**config.mk**
```make
export PLATFORM = sky130hd
export DESIGN_NAME = tmr_ctrl
export DESIGN_NICKNAME = d
export VERILOG_FILES = /design/src/rtl/core/tmr_pkg.sv /design/src/rtl/core/tmr_ctrl.sv
export VERILOG_INCLUDE_DIRS = /design/src /design/src/rtl/core
export SDC_FILE = /design/constraint.sdc
export NUM_CORES = 1
export LEC_CHECK = 0
export BUFFER_PORTS_ARGS = -buffer_cell sky130_fd_sc_hd__clkbuf_2
export CAP_MARGIN = 10
export CORE_AREA = 2 2 39 41
export DETAILED_ROUTE_END_ITERATION = 10
export DIE_AREA = 0 0 41 43
export PLACE_DENSITY = 0.4
export SLEW_MARGIN = 10
export SYNTH_ARGS = -nofsm -noshare
export SYNTH_HDL_FRONTEND = slang
export SYNTH_SLANG_ARGS = --single-unit
```
**constraint.sdc**
```tcl
create_clock -name clk -period 2.4 [get_ports clk]
set_clock_uncertainty 0.2 [all_clocks]
set_input_delay 0.6 -clock clk [delete_from_list [all_inputs] [get_ports clk]]
set_output_delay 0.6 -clock clk [all_outputs]
set_load 0.01 [all_outputs]
```
**src/rtl/core/task_mailbox_ring_engine_core_defines.svh**
```systemverilog
// ----------------------------------------------------------------------------
// Mailbox ring engine: assertion macros
// Shared concurrent check macros for the core RTL.
// ----------------------------------------------------------------------------
`ifndef TASK_MAILBOX_RING_ENGINE_CORE_DEFINES_SVH
`define TASK_MAILBOX_RING_ENGINE_CORE_DEFINES_SVH

// same-cycle implication
`define TMR_ASSERT_NOW(name, clk_s, rst_s, ante, cons) \
  name: assert property (@(posedge clk_s) disable iff (rst_s) (ante) |-> (cons)) \
    else $error("mailbox engine check failed");

// next-cycle implication
`define TMR_ASSERT_NEXT(name, clk_s, rst_s, ante, cons) \
  name: assert property (@(posedge clk_s) disable iff (rst_s) (ante) |=> (cons)) \
    else $error("mailbox engine check failed");

`endif

```
**src/rtl/core/tmr_pkg.sv**
```systemverilog
// ----------------------------------------------------------------------------
// Mailbox ring engine package
// Sizes, opcode and status codes, FSM states and control structs.
// ----------------------------------------------------------------------------
package tmr_pkg;

  localparam int BOXES      = 4;
  localparam int RING_DEPTH = 256;
  localparam int MAX_READ   = 64;

  localparam int BOX_W  = (BOXES > 1) ? $clog2(BOXES) : 1;
  localparam int PTR_W  = (RING_DEPTH > 1) ? $clog2(RING_DEPTH) : 1;
  localparam int CNT_W  = $clog2(RING_DEPTH + 1);
  localparam int ADDR_W = $clog2(BOXES * RING_DEPTH);

  // item field widths
  localparam int OP_W   = 2;
  localparam int ID_W   = 8;
  localparam int LEN_W  = 9;
  localparam int DATA_W = 8;
  localparam int RD_W   = 7;
  localparam int ST_W   = 2;

  // width for count/length/capacity compares
  localparam int CMP_W = ((CNT_W > LEN_W) ? CNT_W : LEN_W) + 1;

  typedef enum logic [OP_W-1:0] {
    OP_REGISTER  = 2'd0,
    OP_SEND_HDR  = 2'd1,
    OP_SEND_BYTE = 2'd2,
    OP_RECEIVE   = 2'd3
  } op_t;

  typedef enum logic [ST_W-1:0] {
    ST_OK       = 2'd0,
    ST_FULL     = 2'd1,
    ST_NOBOX    = 2'd2,
    ST_OVERFLOW = 2'd3
  } status_t;

  typedef enum logic [2:0] {
    S_IDLE,
    S_EXEC,
    S_READ,
    S_CAPT,
    S_OUT
  } state_t;

  typedef struct packed {
    logic load_in;
    logic exec;
    logic rd_issue;
    logic rd_capture;
  } cmd_t;

  typedef struct packed {
    logic recv_go;
    logic out_last;
  } stat_t;

endpackage

```
**src/rtl/core/tmr_ctrl.sv**
```systemverilog
// ----------------------------------------------------------------------------
// Mailbox ring engine controller
// Sequences accept, execute, per-byte ring reads and result delivery.
// ----------------------------------------------------------------------------
`include "task_mailbox_ring_engine_core_defines.svh"

module tmr_ctrl (
  input  logic          clk,
  input  logic          rst,
  input  logic          in_valid,
  output logic          in_ready,
  output logic          out_valid,
  input  logic          out_ready,
  input  tmr_pkg::stat_t stat,
  output tmr_pkg::cmd_t  cmd
);

  tmr_pkg::state_t state, state_next;

  always_ff @(posedge clk) begin
    if (rst) begin
      state <= tmr_pkg::S_IDLE;
    end else begin
      state <= state_next;
    end
  end

  always_comb begin
    state_next = state;
    cmd        = '0;
    in_ready   = 1'b0;
    out_valid  = 1'b0;
    unique case (state)
      tmr_pkg::S_IDLE: begin
        in_ready = 1'b1;
        if (in_valid) begin
          cmd.load_in = 1'b1;
          state_next  = tmr_pkg::S_EXEC;
        end
      end
      tmr_pkg::S_EXEC: begin
        cmd.exec   = 1'b1;
        state_next = stat.recv_go ? tmr_pkg::S_READ : tmr_pkg::S_OUT;
      end
      tmr_pkg::S_READ: begin
        cmd.rd_issue = 1'b1;
        state_next   = tmr_pkg::S_CAPT;
      end
      tmr_pkg::S_CAPT: begin
        cmd.rd_capture = 1'b1;
        state_next     = tmr_pkg::S_OUT;
      end
      tmr_pkg::S_OUT: begin
        out_valid = 1'b1;
        if (out_ready) begin
          state_next = stat.out_last ? tmr_pkg::S_IDLE : tmr_pkg::S_READ;
        end
      end
      default: begin
        state_next = tmr_pkg::S_IDLE;
      end
    endcase
  end

  `TMR_ASSERT_NEXT(a_accept_then_exec, clk, rst, in_valid && in_ready, cmd.exec)
  `TMR_ASSERT_NEXT(a_issue_then_capture, clk, rst, cmd.rd_issue, cmd.rd_capture)
  `TMR_ASSERT_NEXT(a_more_bytes_read, clk, rst, out_valid && out_ready && !stat.out_last, cmd.rd_issue)

endmodule

```
==> qor.txt, run 1 <==
Outcome = completed
Most flop-heavy register = state
Minimum clock period after layout = 1.963 ns
Clock Power Share = 0.504
CTS root buffer = clkbuf_4
Total power divided by cell area = 614.9 nW/µm²
Clock tree from TritonCTS = yes
Number of top-level pins = 12
Instance count of the mapped netlist = 24
Clock latency of the later-clocked register in the worst-skew pair = 0.23 ns
Total number of nets in the final design = 44
Cell internal pwr = 130.5 µW
Crit Path Category = flop to output pin
Post-synthesis cell type count = 16
Ranking of synthesized cells by instance count = dfxtp_1, nor2_1
Net switching share of the total power = 0.2657
Setup_tns = 0 ns
Wire length of the first global-routing pass = 752 µm
Highest-delay cell along the critical path = dfxtp_1
Number of antenna violations at the first check in global routing = 0
Number of synthesized flops with an enable pin = 0
Worst-margin pin slew = 0.3124 ns
Global router's overall resource usage = 0.06419
H-tree levels = 1
Sequential power share = 0.334
Diode insertion count for antenna repair = 0
Leak = 0.1362 nW
Core Area = 1384 µm²
Library cell occupying the most area in the post-synthesis netlist = dfxtp_1
HPWL Detailed = 377.8 µm
DIE WIDTH = 41 µm
Peak clock frequency supported by timing = 509.5 MHz
Final cell area excluding filler cells = 289.0 µm²
Largest registers ranked by flip-flop count = state: 3 flops
Port Buf Inserts = 11
Detail-routed net length per standard cell = 9.472 µm
Placement Rows = 14
RSZ-0062 raised after global routing = no
Share of flip-flops with an asynchronous set or reset after synthesis = 0
Share of the cycle needed by the critical path after routing = 0.8177
Top cells by area in the synthesized netlist = dfxtp_1, nor3b_2, buf_6, nor3b_1, nor2_1
Yosys Warn Count = 0
Maximum buffer depth of the clock tree = 2
Required time at the worst-slack endpoint = 1.60 ns
Die span in y = 43 µm
Delay contributed by the slowest stage of the critical path = 0.49 ns
Type of destination of the critical path = output pin
Clk slew on worst S/H paths = 0.04 ns
Buffers inserted during post-CTS setup optimization = 0
Clock buffer count from CTS = 3
Flip-flop and latch count after synthesis = 3
Instance area after placement = 262.8 µm²
DRC errors left = 0
Largest register FFs = 3
Count of endpoints failing hold in the final timing report = 0
Net switching power = 47.23 µW
Cell breakdown of the critical path = nor3b_2 -> clkbuf_2
Total setup violations reported at the end of the flow = 0
Worst Setup Start Kind = flop
Number of resized instances in the post-cts repair step = 0
Filler cells = 165
Mean instance size in the synthesized netlist = 8.758 µm²
Via count of the first global-routing pass = 180
Full die area = 1763 µm²
Most common flop cell mapped by yosys = dfxtp_1
Antenna viol nets, final = 0
VDD IR max = 0.0002127 V
Number of vias per cell = 3.962
Fraction of the yosys area taken by sequential cells = 0.2857
Maximum number of pins on one net before global-route repair = 10
Number of pins with negative max-slew slack in the final report = 0
Buf/Inv on CP = 1
Post-Syn Nets = 30
Netlist area before placement = 210.2 µm²
Final GP Congestion = 0.6325
Path category of the worst min-delay check = input port to flop
Data arrival at the endpoint of the critical path = 1.16 ns
Initial detailed-routing violation count = 4
MaxCap Viol Count = 0
Via Count = 210
Worst hold slack across all endpoints = 0.3666 ns
Area growth from synthesis to final layout = 37.50%
Logic gate share of total power = 0.162
Crit-path leading delay family = flip-flops
Quantity of hold-fixing buffers added after cts = 0
Pre-antenna DRT Iters = 4
Area share of the largest cell type after synthesis = 0.2857
Residual overflow from global routing = 0
Total wirelength of the detailed-routed design = 502 µm
Share of final-layout standard cells stronger than drive strength 1 = 0.4324
Biggest fanout along the worst timing path = 8
Max transition margin = 0.7914
TritonCTS sink count = 3
Starting density of the core = 0.1519
[through the flow]
step	setup slack (ns)	instances	util	power (mW)
floorplan	0.6146	24	-	0.07931
global placement	0.6546	49	0.1899	0.08931
detailed placement	0.6481	49	0.1899	0.08909
CTS	0.4207	53	0.2089	0.1819
global route	0.3473	53	0.2089	0.1893
finish	0.4375	53	0.2089	0.1777
[cell families (layout without fill, tap and decap cells)]
group | count (synthesis) | in the layout | synth area share
AND/OR/NAND/NOR | 13 | 13 | 0.4167
buffers and inverters | 4 | 17 | 0.1429
AO/OA/AOI/OAI | 3 | 3 | 0.1071
flip-flops | 3 | 3 | 0.2857
multiplexers | 1 | 1 | 0.04762
[power by group through the flow]
stage               logic [mW]  registers (mW)  clock network, mW
floorplan               0.0239          0.0554                  0
global route            0.0333          0.0602             0.0957
CTS                     0.0294          0.0591             0.0934
finish                  0.0289          0.0593             0.0895
detailed placement      0.0292          0.0599                  0
global placement        0.0293          0.0600                  0
[cell type report]
type                            instances  area (µm²)  share of cell area
Multi-Input combinational cell         17       120.1              0.4156
Sequential cell                         3       60.06              0.2078
Timing Repair Buffer                   11       55.05              0.1905
Clock buffer                            4       26.28             0.09091
Tap cell                               16       20.02             0.06926
Inverter                                2       7.507             0.02597
[cell usage in the layout (no fill, tap or decap)]
| cell type | count |
|---|---|
| a21oi_1 | 1 |
| a32oi_1 | 1 |
| and2_1 | 1 |
| and3_1 | 1 |
| clkbuf_1 | 1 |
| clkbuf_2 | 11 |
| clkbuf_4 | 3 |
| dfxtp_1 | 3 |
| inv_1 | 2 |
| mux2i_1 | 1 |
| nand2b_1 | 1 |
| nor2_1 | 3 |
| nor2b_1 | 1 |
| nor3_1 | 1 |
| nor3b_1 | 2 |
| nor3b_2 | 2 |
| nor4_1 | 1 |
| o31a_1 | 1 |
[final timing paths]
| check | start | endpoint | slack (ns) | depth (start not counted) |
|---|---|---|---|---|
| max | state[2] | out_valid | 0.44 | 2 |
| min | rst | state[2] | 0.37 | 2 |
| max reg2reg | state[2] | state[1] | 1.11 | 3 |
| min reg2reg | state[1] | state[0] | 0.41 | 2 |
[per-layer routing]
metal	up-vias	share of wire	GRT usage
met2	6	0.43	0.07188
met3	0	0.046	0.03141
met5	-	0	0
li1	109	-	-
met1	95	0.52	0.09295
met4	0	0	0.04000
Note: power is estimated with default switching activity, not from simulation.
==> run 2, diff against run 1 <==
==> constraint.sdc (replaced) <==
create_clock -name clk -period 1.91 [get_ports clk]
set_clock_uncertainty 0.2 [all_clocks]
set_input_delay 0.4775 -clock clk [delete_from_list [all_inputs] [get_ports clk]]
set_output_delay 0.4775 -clock clk [all_outputs]
set_load 0.01 [all_outputs]
==> qor.txt, run 2 (same netlist as run 1, synthesis figures left out) <==
Area growth from synthesis to final layout = 40.48%
Buf/Inv on CP = 1
Count of endpoints failing hold in the final timing report = 0
Largest register FFs = 3
HPWL Detailed = 390.4 µm
Clock buffer count from CTS = 3
Die span in y = 43 µm
Cell count after placement = 49
TritonCTS sink count = 3
DRC errors left = 0
Peak clock frequency supported by timing = 549.9 MHz
Total setup violations reported at the end of the flow = 0
Cell breakdown of the critical path = nor3b_1 -> clkbuf_2
Final cell area excluding filler cells = 295.3 µm²
MaxCap Viol Count = 0
Number of antenna violations at the first check in global routing = 0
Clock latency of the later-clocked register in the worst-skew pair = 0.23 ns
Total number of nets in the final design = 44
Data arrival at the endpoint of the critical path = 1.14 ns
Instance area after placement = 262.8 µm²
Total wirelength of the detailed-routed design = 462 µm
Leak = 0.1378 nW
CTS root buffer = clkbuf_4
VDD IR max = 0.0004102 V
DIE WIDTH = 41 µm
Initial detailed-routing violation count = 5
RSZ-0062 raised after global routing = no
Type of destination of the critical path = output pin
Final GP Congestion = 0.7120
Starting density of the core = 0.1519
Filler cells = 160
Worst Setup Start Kind = flop
Setup_tns = 0 ns
Total power divided by cell area = 741.5 nW/µm²
Crit Path Category = flop to output pin
Global router's overall resource usage = 0.06112
Quantity of hold-fixing buffers added after cts = 0
Worst hold slack across all endpoints = 0.2515 ns
Required time at the worst-slack endpoint = 1.23 ns
Port Buf Inserts = 11
Commonest non-fill, non-tap cell in the layout = clkbuf_2
Share of final-layout standard cells stronger than drive strength 1 = 0.4865
Area of the multi-input gates = 125.1 µm²
Post-route non-filler standard cell count = 53
Pre-antenna DRT Iters = 2
Worst-margin pin slew = 0.3308 ns
Most flop-heavy register = state
Pre-CTS setup slack = 0.3200 ns
Number of pins with negative max-slew slack in the final report = 0
Clk slew on worst S/H paths = 0.03 ns
Wire length of the first global-routing pass = 703 µm
Maximum number of pins on one net before global-route repair = 10
Minimum clock period after layout = 1.819 ns
H-tree levels = 1
Residual overflow from global routing = 0
Antenna viol nets, final = 0
Core Area = 1384 µm²
Diode insertion count for antenna repair = 0
Area used by sequential logic in the layout = 61.31 µm²
Share of the cycle needed by the critical path after routing = 0.9521
Largest registers ranked by flip-flop count = state: 3 flops
Max transition margin = 0.7791
Clock tree from TritonCTS = yes
Most frequent cells in the layout = clkbuf_2, nor2_1, clkbuf_4
Delay contributed by the slowest stage of the critical path = 0.50 ns
Biggest fanout along the worst timing path = 9
Via count of the first global-routing pass = 185
Placement Rows = 14
Crit-path leading delay family = flip-flops
Detail-routed net length per standard cell = 8.717 µm
Outcome = completed
Number of vias per cell = 3.849
Via Count = 204
Maximum buffer depth of the clock tree = 2
Path category of the worst min-delay check = input port to flop
Number of top-level pins = 12
Highest-delay cell along the critical path = dfxtp_1
Full die area = 1763 µm²
Min setup slack post-route = 0.09149 ns
## run 2: cell counts in the layout (fill, tap and decap cells not counted)
No cell type changed its count.
## run 2: path summary, 6_finish.rpt
| path | from | to | slack, ns | cells after the start |
|---|---|---|---|---|
| hold / removal | rst | state[2] | 0.25 | 2 |
| hold reg to reg | state[2] | state[0] | 0.33 | 1 |
| setup reg to reg | state[0] | state[1] | 0.62 | 3 |
| setup / recovery | state[0] | cmd[2] | 0.09 | 2 |
## run 2: per-layer routing
metal  global-route usage  part of all wire  vias to the layer above
met3              0.04712             0.061                        0
met5                    0                 0                        -
met1              0.07348              0.49                       90
li1                     -                 -                      108
met2              0.08125              0.45                        6
met4              0.02000                 0                        0
## run 2: layout make-up
type	instances	area share
sequential	3	0.2076
tap	16	0.06780
clock buffer	4	0.08898
timing repair buffer	11	0.1864
multi-input combinational	17	0.4237
inverter	2	0.02542
## run 2: report_power, final
part	total, mW	switching (mW)	internal, mW
combinational	0.0370	0.0171	0.0199
sequential	0.0750	0.00824	0.0667
clock	0.107	0.0290	0.0780
## run 2: what timing repair did
action,in CTS,in global routing
resized for setup,0,2
setup buffers,0,0
setup endpoints to repair,0,2
## run 2: stage by stage
stage	power, mW	util
6_report	0.2190	0.2134
5_1_grt	0.2407	0.2134
4_1_cts	0.2245	0.2089
3_5_place_dp	0.1121	0.1899
3_3_place_gp	0.1126	0.1899
2_1_floorplan	0.09965	-
==> run 3, diff against run 2 <==
--- a/config.mk
+++ b/config.mk
@@ -11,7 +11,8 @@
 export CORE_AREA = 2 2 39 41
 export DETAILED_ROUTE_END_ITERATION = 10
 export DIE_AREA = 0 0 41 43
-export PLACE_DENSITY = 0.4
+export GPL_TIMING_DRIVEN = 0
+export PLACE_DENSITY = 0.44
 export SLEW_MARGIN = 10
 export SYNTH_ARGS = -nofsm -noshare
 export SYNTH_HDL_FRONTEND = slang
==> qor.txt, run 3 (same netlist as run 1, synthesis figures left out) <==
Crit Path Category = flop to output pin
Via count of the first global-routing pass = 199
Residual overflow from global routing = 0
Detail-routed net length per standard cell = 9.036 µm
R2r startpoint = state[2]
Peak clock frequency supported by timing = 546.4 MHz
Most flop-heavy register = state
Max transition margin = 0.8293
Type of destination of the critical path = output pin
Total power divided by cell area = 737.5 nW/µm²
Maximum number of pins on one net before global-route repair = 10
Wire length of the first global-routing pass = 731 µm
Min-delay src = rst
Maximum buffer depth of the clock tree = 2
Data arrival at the endpoint of the critical path = 1.15 ns
Share of the cycle needed by the critical path after routing = 0.9583
Total wirelength of the detailed-routed design = 497 µm
Count of endpoints failing hold in the final timing report = 0
Leak = 0.1484 nW
Total number of nets in the final design = 46
Setup_tns = 0 ns
Port Buf Inserts = 11
Final GP Congestion = 0.5856
Quantity of hold-fixing buffers added after cts = 0
Starting density of the core = 0.1519
Worst Setup Start Kind = flop
Initial detailed-routing violation count = 4
Outcome = completed
Commonest non-fill, non-tap cell in the layout = clkbuf_2
Full die area = 1763 µm²
Required time at the worst-slack endpoint = 1.23 ns
Die span in y = 43 µm
Minimum clock period after layout = 1.830 ns
Via Count = 222
Area growth from synthesis to final layout = 48.21%
Number of top-level pins = 12
Pre-antenna DRT Iters = 2
Critical Path Start = state[2]
Placement Rows = 14
Number of pins with negative max-slew slack in the final report = 0
Most frequent cells in the layout = clkbuf_2, nor2_1, clkbuf_4, dfxtp_1
MaxCap Viol Count = 0
Clk slew on worst S/H paths = 0.04 ns
Clock latency of the later-clocked register in the worst-skew pair = 0.23 ns
Buffers inserted during post-CTS setup optimization = 0
Share of final-layout standard cells stronger than drive strength 1 = 0.4615
Path category of the worst min-delay check = input port to flop
Clock tree from TritonCTS = yes
Worst-margin pin slew = 0.2557 ns
CTS root buffer = clkbuf_4
H-tree levels = 1
Diode insertion count for antenna repair = 0
TritonCTS sink count = 3
Largest registers ranked by flip-flop count = state: 3 flops
Total setup violations reported at the end of the flow = 0
DRC errors left = 0
PnR Total Power = 229.8 µW
DIE WIDTH = 41 µm
RSZ-0062 raised after global routing = no
Worst hold slack across all endpoints = 0.2393 ns
Number of antenna violations at the first check in global routing = 0
Largest register FFs = 3
Area of the multi-input gates = 120.1 µm²
VDD IR max = 0.0002725 V
Clock buffer count from CTS = 3
Number of vias per cell = 4.036
Number of resized instances in the post-cts repair step = 0
Global router's overall resource usage = 0.06419
Biggest fanout along the worst timing path = 8
Antenna viol nets, final = 0
Core Area = 1384 µm²
Filler cells = 166
Area used by sequential logic in the layout = 60.06 µm²
[run 3: layer usage]
layer	GRT usage	up-vias	routed length [µm]
met4	0.02000	0	0
met1	0.06410	102	225
li1	-	113	-
met3	0.06283	0	39
met2	0.09063	7	231
met5	0	-	0
[run 3: where the power goes]
group | total [mW] | switching [mW] | internal [mW] | leakage, nW
sequential | 0.0692 | 0.00281 | 0.0664 | 0.0245
combinational | 0.0468 | 0.0230 | 0.0238 | 0.109
clock | 0.114 | 0.0353 | 0.0784 | 0.0150
[run 3: cell type report]
| cell class | count | share of cell area |
|---|---|---|
| Clock buffer | 4 | 0.08434 |
| Tap cell | 16 | 0.06426 |
| Buffer | 2 | 0.07229 |
| Multi-Input combinational cell | 17 | 0.3855 |
| Timing Repair Buffer | 11 | 0.1767 |
| Sequential cell | 3 | 0.1928 |
| Inverter | 2 | 0.02410 |
[run 3: worst paths after layout]
| check | endpoint | cells past startpoint | slack (ns) |
|---|---|---|---|
| setup / recovery | cmd[3] | 4 | 0.08 |
| hold / removal | state[2] | 2 | 0.24 |
| setup reg to reg | state[1] | 4 | 0.64 |
| hold reg to reg | state[0] | 2 | 0.34 |
[run 3: stage by stage]
stage / instance area [µm²] / util / setup slack, ns / instances
after floorplan: 210.2 / - / 0.2471 / 24
after global routing: 311.5 / 0.2251 / 0.00001732 / 55
final: 311.5 / 0.2251 / 0.07971 / 55
after detailed placement: 285.3 / 0.2061 / 0.3290 / 51
after global placement: 285.3 / 0.2061 / 0.3421 / 51
after CTS: 311.5 / 0.2251 / 0.06613 / 55
[run 3: worst max-delay path, stage by stage, from the launching register on]
cell and delay (ns):
dfxtp_1 0.30, buf_6 0.13, nor3_1 0.22, and2_1 0.15, clkbuf_2 0.12
